[config.mk]
export PLATFORM = sky130hd
export DESIGN_NAME = round_robin_thread_scheduler
export DESIGN_NICKNAME = d
export VERILOG_FILES = /design/src/rrts_pkg.sv /design/src/round_robin_thread_scheduler.sv /design/src/rrts_table.sv
export SDC_FILE = /design/constraint.sdc
export NUM_CORES = 1
export LEC_CHECK = 0
export BUFFER_PORTS_ARGS = -buffer_cell sky130_fd_sc_hd__buf_2
export CORE_ASPECT_RATIO = 1.5
export CORE_MARGIN = 2
export CORE_UTILIZATION = 27
export CTS_BUF_LIST = sky130_fd_sc_hd__clkbuf_4
export DETAILED_ROUTE_END_ITERATION = 16
export PLACE_DENSITY = 0.46
export SLEW_MARGIN = 25
export SYNTH_ARGS = -nofsm -noshare
export SYNTH_HDL_FRONTEND = slang
export SYNTH_HIERARCHICAL = 1
export SYNTH_SLANG_ARGS = --single-unit
[constraint.sdc]
create_clock -name clk -period 8.76 [get_ports clk]
set_input_delay 1.752 -clock clk [delete_from_list [all_inputs] [get_ports clk]]
set_output_delay 1.752 -clock clk [all_outputs]
set_load 0.02 [all_outputs]
[src/rrts_pkg.sv]
package rrts_pkg;

  localparam int DEFAULT_TABLE_DEPTH = 16;
  localparam logic [15:0] SLICE_LEN_RESET = 16'd500;
  localparam logic [4:0] FIRST_ID = 5'd1;

  typedef enum logic [2:0] {
    ACT_SPAWN    = 3'd0,
    ACT_DISPATCH = 3'd1,
    ACT_SLICE    = 3'd2,
    ACT_STOP     = 3'd3,
    ACT_RESTART  = 3'd4,
    ACT_QUERY    = 3'd5,
    ACT_LIMIT    = 3'd6,
    ACT_NONE     = 3'd7
  } action_t;

  typedef enum logic [1:0] {
    STS_OK        = 2'd0,
    STS_FULL      = 2'd1,
    STS_NOT_FOUND = 2'd2,
    STS_IDLE      = 2'd3
  } status_t;

  typedef enum logic [1:0] {
    TH_RUNNING      = 2'd0,
    TH_COMPLETED    = 2'd1,
    TH_DISCONTINUED = 2'd2
  } thread_state_t;

  localparam int REG_SLICE_LEN = 0;

endpackage

[src/round_robin_thread_scheduler.sv]
// Channel   Dir  Handshake                  Payload
// s_axis    in   s_tvalid/s_tready          command: action (tuser), id, root, finished, limit
// m_axis    out  m_tvalid/m_tready          response: status, id, slot, state, all_done
// apb       in   psel/penable/pwrite/pready slice length register at address 0
//
// One command at a time; the entry table has a single registered read port, so each
// entry visit is a read step then a check step. Spawn writes on accept; lookups and
// dispatch visit entries in turn; slice end: current entry, then each entry and ancestors.
// Reset clears counters and pointers and reloads the slice length; table entries are valid
// below the count. A waiting response does not block the next command; only a full output
// register holds the sequencer at its response step.
module round_robin_thread_scheduler
  import rrts_pkg::*;
#(
  parameter int TABLE_DEPTH = DEFAULT_TABLE_DEPTH
) (
  input  logic        clk,
  input  logic        rst,
  input  logic        s_tvalid,
  output logic        s_tready,
  // [2:0] action
  input  logic [2:0]  s_tuser,
  // [4:0] target_id, [5] root, [6] finished, [31:7] limit_value
  input  logic [31:0] s_tdata,
  output logic        m_tvalid,
  input  logic        m_tready,
  // [1:0] status, [6:2] result_id, [10:7] result_slot, [12:11] state_code, [13] all_done
  output logic [15:0] m_tdata,
  input  logic        psel,
  input  logic        penable,
  input  logic        pwrite,
  input  logic [2:0]  paddr,
  input  logic [31:0] pwdata,
  output logic [31:0] prdata,
  output logic        pready
);

  localparam int SW = (TABLE_DEPTH > 1) ? $clog2(TABLE_DEPTH) : 1;
  localparam int CW = $clog2(TABLE_DEPTH + 1);

  typedef struct packed {
    logic [4:0]    id;
    thread_state_t st;
    logic          has_parent;
    logic [SW-1:0] parent;
    logic [24:0]   budget;
  } entry_t;

  typedef enum logic [11:0] {
    S_IDLE = 12'b000000000001,
    S_FRD  = 12'b000000000010,  // id lookup: read
    S_FCK  = 12'b000000000100,  // id lookup: compare and act
    S_DRD  = 12'b000000001000,  // dispatch scan
    S_DCK  = 12'b000000010000,
    S_ERD  = 12'b000000100000,  // slice end: current entry
    S_ECK  = 12'b000001000000,
    S_CRD  = 12'b000010000000,  // cleanup: visit entry
    S_CCK  = 12'b000100000000,
    S_WRD  = 12'b001000000000,  // cleanup: walk ancestor
    S_WCK  = 12'b010000000000,
    S_RESP = 12'b100000000000
  } seq_t;

  seq_t          state;
  logic [15:0]   slice_len;
  logic [CW-1:0] count;
  logic [CW-1:0] run_cnt;
  logic [SW-1:0] cur;
  logic [4:0]    next_id;
  logic [SW-1:0] idx;
  logic [SW-1:0] walk_j;
  logic [CW-1:0] steps;
  entry_t        hold;

  action_t       act;
  logic [4:0]    rid;
  logic          fin;
  logic [24:0]   limit;

  status_t       r_status;
  logic [4:0]    r_id;
  logic [SW-1:0] r_slot;
  logic [1:0]    r_scode;

  logic          we;
  logic [SW-1:0] waddr;
  entry_t        wdata;
  logic [SW-1:0] raddr;
  entry_t        rdata;
  logic [$bits(entry_t)-1:0] rdata_raw;

  assign rdata = entry_t'(rdata_raw);

  rrts_table #(.DEPTH(TABLE_DEPTH), .WIDTH($bits(entry_t))) u_table (
    .clk  (clk),
    .we   (we),
    .waddr(waddr),
    .wdata(wdata),
    .raddr(raddr),
    .rdata(rdata_raw)
  );

  // APB: single register, always ready
  assign pready = 1'b1;
  assign prdata = (paddr == 3'(4 * REG_SLICE_LEN)) ? {16'd0, slice_len} : 32'd0;

  always_ff @(posedge clk) begin
    if (rst) begin
      slice_len <= SLICE_LEN_RESET;
    end else if (psel && penable && pwrite && pready && paddr == 3'(4 * REG_SLICE_LEN)) begin
      slice_len <= pwdata[15:0];
    end
  end

  assign s_tready = (state == S_IDLE);

  // round robin successor within the occupied slots
  function automatic logic [SW-1:0] wrap_next(input logic [SW-1:0] i, input logic [CW-1:0] n);
    logic [CW:0] nx;
    nx = {1'b0, CW'(i)} + 1'b1;
    wrap_next = (nx >= {1'b0, n}) ? '0 : SW'(nx);
  endfunction

  logic          last_idx;
  logic [24:0]   new_budget;
  thread_state_t new_st;
  logic [CW:0]   nxt_idx_w;

  assign nxt_idx_w = {1'b0, CW'(idx)} + 1'b1;
  assign last_idx  = (nxt_idx_w >= {1'b0, count});

  // slice end: finish mark, then charge the budget
  always_comb begin
    new_st     = fin ? TH_COMPLETED : TH_RUNNING;
    new_budget = rdata.budget;
    if (!rdata.budget[24]) begin
      if ({1'b0, rdata.budget[23:0]} <= {9'd0, slice_len}) begin
        new_st     = TH_DISCONTINUED;
        new_budget = '0;
      end else begin
        new_budget = rdata.budget - {9'd0, slice_len};
      end
    end
  end

  // table ports
  always_comb begin
    we    = 1'b0;
    waddr = idx;
    wdata = rdata;
    raddr = idx;
    case (state)
      S_IDLE: begin
        waddr           = SW'(count);
        wdata.id        = next_id;
        wdata.st        = TH_RUNNING;
        wdata.budget    = '1;
        wdata.has_parent = !s_tdata[5] && count != '0;
        wdata.parent    = wdata.has_parent ? cur : '0;
        we = s_tvalid && action_t'(s_tuser) == ACT_SPAWN && count < CW'(TABLE_DEPTH);
      end
      S_FCK: begin
        if (rdata.id == rid) begin
          we = (act != ACT_QUERY);
          if (act == ACT_STOP) wdata.st = TH_COMPLETED;
          if (act == ACT_RESTART) wdata.st = TH_RUNNING;
          if (act == ACT_LIMIT) wdata.budget = limit;
        end
      end
      S_ERD: raddr = cur;
      S_ECK: begin
        waddr        = cur;
        wdata.st     = new_st;
        wdata.budget = new_budget;
        we           = (rdata.st == TH_RUNNING);
      end
      S_WRD: raddr = walk_j;
      S_WCK: begin
        wdata    = hold;
        wdata.st = TH_COMPLETED;
        we       = ({1'b0, walk_j} < {1'b0, count}) && rdata.st == TH_COMPLETED;
      end
      default: ;
    endcase
  end

  always_ff @(posedge clk) begin
    if (rst) begin
      state    <= S_IDLE;
      count    <= '0;
      run_cnt  <= '0;
      cur      <= '0;
      next_id  <= FIRST_ID;
      m_tvalid <= 1'b0;
    end else begin
      // the response step sets valid itself
      if (m_tvalid && m_tready && state != S_RESP) m_tvalid <= 1'b0;
      case (state)
        S_IDLE: begin
          if (s_tvalid) begin
            act      <= action_t'(s_tuser);
            rid      <= s_tdata[4:0];
            fin      <= s_tdata[6];
            limit    <= s_tdata[31:7];
            r_status <= STS_OK;
            r_id     <= '0;
            r_slot   <= '0;
            r_scode  <= '0;
            idx      <= '0;
            state    <= S_RESP;
            case (action_t'(s_tuser))
              ACT_SPAWN: begin
                if (count >= CW'(TABLE_DEPTH)) begin
                  r_status <= STS_FULL;
                end else begin
                  r_id    <= next_id;
                  r_slot  <= SW'(count);
                  count   <= count + 1'b1;
                  run_cnt <= run_cnt + 1'b1;
                  next_id <= next_id + 1'b1;
                end
              end
              ACT_DISPATCH: begin
                if (run_cnt == '0 || count == '0 || {1'b0, cur} >= {1'b0, count}) begin
                  r_status <= STS_IDLE;
                end else begin
                  idx   <= wrap_next(cur, count);
                  state <= S_DRD;
                end
              end
              ACT_SLICE: begin
                if (count == '0 || {1'b0, cur} >= {1'b0, count}) begin
                  r_status <= STS_IDLE;
                end else begin
                  state <= S_ERD;
                end
              end
              ACT_STOP, ACT_RESTART, ACT_QUERY, ACT_LIMIT: begin
                if (count == '0) r_status <= STS_NOT_FOUND;
                else state <= S_FRD;
              end
              default: ;
            endcase
          end
        end
        S_FRD: state <= S_FCK;
        S_FCK: begin
          if (rdata.id == rid) begin
            r_id   <= rdata.id;
            r_slot <= idx;
            if (act == ACT_QUERY) r_scode <= rdata.st;
            if (act == ACT_STOP && rdata.st == TH_RUNNING) run_cnt <= run_cnt - 1'b1;
            if (act == ACT_RESTART && rdata.st != TH_RUNNING) run_cnt <= run_cnt + 1'b1;
            state <= S_RESP;
          end else if (last_idx) begin
            r_status <= STS_NOT_FOUND;
            state    <= S_RESP;
          end else begin
            idx   <= SW'(nxt_idx_w);
            state <= S_FRD;
          end
        end
        S_DRD: state <= S_DCK;
        S_DCK: begin
          // arriving back at the current slot ends the scan with it unchanged
          if (idx == cur || rdata.st == TH_RUNNING) begin
            cur    <= idx;
            r_id   <= rdata.id;
            r_slot <= idx;
            state  <= S_RESP;
          end else begin
            idx   <= wrap_next(idx, count);
            state <= S_DRD;
          end
        end
        S_ERD: state <= S_ECK;
        S_ECK: begin
          if (rdata.st != TH_RUNNING) begin
            r_status <= STS_IDLE;
            state    <= S_RESP;
          end else begin
            r_id   <= rdata.id;
            r_slot <= cur;
            if (new_st != TH_RUNNING) run_cnt <= run_cnt - 1'b1;
            idx   <= '0;
            state <= S_CRD;
          end
        end
        S_CRD: state <= S_CCK;
        S_CCK: begin
          hold <= rdata;
          if (rdata.st == TH_COMPLETED || !rdata.has_parent) begin
            if (last_idx) state <= S_RESP;
            else begin
              idx   <= SW'(nxt_idx_w);
              state <= S_CRD;
            end
          end else begin
            walk_j <= rdata.parent;
            steps  <= CW'(1);
            state  <= S_WRD;
          end
        end
        S_WRD: state <= S_WCK;
        S_WCK: begin
          if ({1'b0, walk_j} < {1'b0, count} && rdata.st != TH_COMPLETED &&
              rdata.has_parent && steps != CW'(TABLE_DEPTH)) begin
            walk_j <= rdata.parent;
            steps  <= steps + 1'b1;
            state  <= S_WRD;
          end else begin
            if (we && hold.st == TH_RUNNING) run_cnt <= run_cnt - 1'b1;
            if (last_idx) state <= S_RESP;
            else begin
              idx   <= SW'(nxt_idx_w);
              state <= S_CRD;
            end
          end
        end
        S_RESP: begin
          if (!m_tvalid || m_tready) begin
            m_tvalid <= 1'b1;
            state    <= S_IDLE;
          end
        end
        default: state <= S_IDLE;
      endcase
    end
  end

  // response register, loaded as the sequencer leaves its response step
  always_ff @(posedge clk) begin
    if (state == S_RESP && (!m_tvalid || m_tready)) begin
      m_tdata <= {2'b00, (run_cnt == '0), r_scode, 4'(r_slot), r_id, r_status};
    end
  end

`ifndef SYNTHESIS
  a_run_le_count: assert property (@(posedge clk) disable iff (rst) run_cnt <= count)
    else $error("running count above entry count");
  a_cur_in_table: assert property (@(posedge clk) disable iff (rst)
    count != '0 |-> {1'b0, cur} < {1'b0, count})
    else $error("current slot outside table");
  a_busy_after_accept: assert property (@(posedge clk) disable iff (rst)
    s_tvalid && s_tready |=> !s_tready)
    else $error("accepted a command while busy");
`endif

endmodule

[src/rrts_table.sv]
module rrts_table #(
  parameter int DEPTH = 16,
  parameter int WIDTH = 8
) (
  input  logic                     clk,
  input  logic                     we,
  input  logic [$clog2(DEPTH)-1:0] waddr,
  input  logic [WIDTH-1:0]         wdata,
  input  logic [$clog2(DEPTH)-1:0] raddr,
  output logic [WIDTH-1:0]         rdata
);

  logic [WIDTH-1:0] mem [DEPTH];

  always_ff @(posedge clk) begin
    if (we) begin
      mem[waddr] <= wdata;
    end
  end

  // registered read; data read in a cycle that writes the same address is never used
  always_ff @(posedge clk) begin
    rdata <= mem[raddr];
  end

endmodule

==> summary by stage <==
Run status
The run finished with clean final reports.

Critical path
The start-to-end type of the worst setup path is flop to flop. STA puts the critical path data required time at 9.36 ns. STA classifies the critical path endpoint as a flop. The flop-to-flop setup slack is 3.17 ns.

Walking the worst path, the cells encountered are nor4_1 -> nand2_1 -> or4_1 -> inv_1 -> nand2_1 -> nor2_1 -> inv_1 -> o221ai_1 -> or3b_2 -> nor2_4 -> buf_4. The data arrival time at the worst-slack endpoint is 6.19 ns. For this run, the slowest stage of the critical path takes 0.79 ns. For the worst flop-to-flop path, the logic depth is 11. The endpoint identified for the worst register-to-register timing path is u_table/mem[1][10]$_DFFE_PP_. In this run the critical register-to-register path is launched from state[4]$_SDFFE_PP0P_. The largest fanout of any net on the critical path is 21.

The startpoint type of the worst setup path is a flop. The slowest library cell on the worst path is sky130_fd_sc_hd__nor2_1. In this run the worst setup path begins at state[4]$_SDFFE_PP0P_.

Clock network
Post-CTS timing repair inserted 0 buffers for setup. TritonCTS built the clock tree. For this design, the sink count on the clock tree is 788. The number of buffers added by the clock tree synthesis step is 178. Clock tree synthesis selected as its root buffer the cell sky130_fd_sc_hd__clkbuf_4.

The clock latency at the later pin of the worst-skew pair is 1.00 ns. Counting along the longest clock path gives a buffer depth of 3. The number of hold buffers added after CTS was 0. The H-tree generated during clock tree synthesis spans 4 levels.

The number of gates resized after cts is 0. After clock tree synthesis, the clock-pin slew on the worst setup and hold paths is 0.07 ns.

Hold path
The path with the worst hold slack has its endpoint at m_tdata[4]$_DFFE_PP_. Along the worst hold path, the cell count comes to 0. The type of the worst min-delay path is flop to flop. The worst min-delay path startpoint is r_id[2]$_DFFE_PP_.

GRT
The pin count of the biggest net entering global routing is 125. For this run, the total global-route usage over all layers was measured as 14.1%. The number of global-route vias before repair came to 19700.

The global-route wire length before repair is 126000 um. The initial antenna violation count is 2. Global routing finished with a remaining overflow of 0.

Detailed routing
For this run, the detailed router's first-pass iteration total came to 5. The post-route met1 wirelength is 33600 um. Using the TritonRoute via totals, the vias-per-cell ratio works out to 4.76. The routed length on met3 is 3270 um.

In this run the top signal layer used is met4. After the first detailed-routing iteration, the DRC count stood at 1336. In the final routed layout, each cell accounts on average for 22.2 um. The routed layout has 18500 vias. The number of routed nets with antenna violations is 0. The final wirelength is 86200 um. Summed over all nets, wire length on met2 after detailed routing comes to 46800 um. The count of unresolved DRC violations after routing is 0.

Finish
Leaving out fill and tap cells, the most frequent cells in the layout are sky130_fd_sc_hd__edfxtp_1, sky130_fd_sc_hd__clkbuf_4, sky130_fd_sc_hd__nand2_1. The final layout contains 2278 nets. From synthesis to final layout, the design area changed by 15.7%.

The fraction of layout instances using a drive strength above 1 is 28.3%. The layout has 11700 filler cells. The library cell used most frequently in the layout, excluding fill and tap cells, is sky130_fd_sc_hd__edfxtp_1.

Measured on the finished design, the core utilization comes to 31.4%.

Timing
Setup repair after global routing left no endpoint under its margin. The largest clock skew in the final design is 0.0559 ns. The post-route fraction of the period consumed by the critical path is 63.8%. The maximum clock rate is 179 MHz. The count of final hold-check violations is 0. The worst slew slack as a fraction of its limit is 29.1%. The transition at the pin with the smallest max-transition slack is 1.06 ns. The number of pins with negative max-slew slack in the final report is 0. The number of setup violations in the final report is 0. The clock period minus worst slack is 5.59 ns. Summed over all failing endpoints, the final setup total negative slack is 0 ns.

Synth
The number of synthesized flops with an enable pin is 703. The sequential fraction of the synthesis area is 71.0%. The synthesized netlist occupies a cell area of 32200 um^2.

The synthesized netlist contains 74 unique library cells. The most used flip-flop cell after synthesis is sky130_fd_sc_hd__edfxtp_1. After synthesis, the share of flip-flops with an asynchronous set or reset is 0%.

Counting every instance in the synthesized netlist gives 1918. sky130_fd_sc_hd__edfxtp_1 takes more of the synthesized area than any other cell. In the post-synthesis netlist, the biggest area contributors are sky130_fd_sc_hd__edfxtp_1, sky130_fd_sc_hd__mux4_2, sky130_fd_sc_hd__dfxtp_1.

Each instance of the synthesized netlist takes up on average 16.8 um^2. The area fraction of the dominant cell type after synthesis is 65.7%. The Yosys warning count is 6. Synthesis inferred 788 register bits.

Power
The clock share of power is 34.6%. The largest vdd supply drop is 0.0984 mV. Summed over all cells, the static leakage comes to 12.3 nW. The share of total power dissipated in combinational logic is 14.1%. The sequential power share is 51.4%. In this run the power density over the cells is 237 nW/um^2. The analysis attributes to net switching a power of 2.36 mW. The cell-internal power is 6.46 mW. In this run switching power makes up 26.8% of total power.

Die
The number of standard-cell rows in the floorplan is 155. The floorplan step set the die height to 427 um. The width of the chip is 286 um. 128 I/O pins were placed. The overall die area is 122000 um^2.

The effective utilization at floorplan is 27.1%. The floorplan core area is 118000 um^2.

Flow run
Across the run, the number of max-cap violations was 0.

Placement
The congestion estimate from routability-driven global placement came to 0.847. The wire-length estimate of the detail-placed layout is 49900 um. During placement, the flow inserted port buffers numbering 92.
[registers in the layout (all words and copies together), names as in the netlist, 5 cells and up]
name and count:
count 5, u_table/mem 592, u_table/rdata 37, r_id 5
rid 5, limit 25, state 12, next_id 5
run_cnt 5, steps 5, hold 37, m_tdata 14
slice_len 16
[area by class of cell]
type                            instances  area [um^2]  share of cell area [%]
Antenna cell                            2         5.00                  0.0135
Clock buffer                          282         2120                    5.69
Clock inverter                         45          319                   0.858
Inverter                               44          165                   0.444
Multi-Input combinational cell        995         8900                    23.9
Sequential cell                       788        22800                    61.3
Tap cell                             1570         1960                    5.28
Timing Repair Buffer                  151          928                    2.50
[power by group through the flow]
stage                     Combinational, mW  Sequential [mW]  Clock [mW]
after floorplan                       0.797             4.57           0
after global placement                 1.21             4.62           0
after detailed placement               1.25             4.62           0
after CTS                              1.25             4.54        3.17
after global routing                   1.36             4.54        3.33
final                                  1.24             4.54        3.05
[layer usage]
metal	vias to the layer above	GRT usage, %
met4	0	5.68
met3	160	2.28
met1	9584	15.8
li1	8179	-
met2	544	26.4
met5	-	0
[synthesized netlist by cell type, drive strengths merged, types with 10 or more instances]
cell type / instances
a22oi: 83
nor2: 84
nor3: 22
clkbuf: 48
nand2b: 14
a221o: 21
a21oi: 76
mux4: 148
nand3b: 10
inv: 44
xor2: 21
ha: 42
a21o: 10
nand4: 10
nand3: 31
nor4: 13
o21ai: 60
buf: 60
edfxtp: 703
and2: 23
nor2b: 14
xnor2: 21
dfxtp: 85
nand2: 152
[worst max-delay path by stage]
stage / endpoint / slack, ns
global route: u_table/mem[1][10]$_DFFE_PP_ / 2.73
detailed placement: u_table/mem[1][7]$_DFFE_PP_ / 2.91
finish: u_table/mem[1][10]$_DFFE_PP_ / 3.17
CTS: u_table/mem[1][0]$_DFFE_PP_ / 3.14
floorplan: u_table/mem[0][0]$_DFFE_PP_ / 2.02
global placement: u_table/mem[1][7]$_DFFE_PP_ / 2.98
[worst max-delay path, delay by kind of cell, from the launching register on]
kind,cells,cell delay [ns]
and+or+nand+nor,7,3.72
buffers and inverters,3,0.80
DFF,1,0.44
AOI/OAI and AO/OA,1,0.22
[per-stage QoR]
stage                     instances  hold WS [ns]  setup slack [ns]  area, um^2  power [mW]
after detailed placement       3547         0.405              2.91       34700        5.86
final                          3877         0.415              3.17       37200        8.83
after global routing           3877         0.424              2.73       37200        9.23
after global placement         3547         0.404              2.98       34700        5.83
after floorplan                1935         0.400              2.02       32200        5.37
after CTS                      3874         0.415              3.14       37200        8.96
[cell families (layout without fill, tap and decap cells)]
group	count (synthesis)	in the layout	share of synthesized area [%]
xor+xnor	42	42	1.14
fa+ha+maj	43	43	1.70
flops	788	788	71.0
buf+inv	152	522	2.29
simple gates	417	417	6.50
compound gates	314	314	6.64
mux	160	160	10.8
other cells	2	21	0.0234
(Power assumes the default switching activity.)
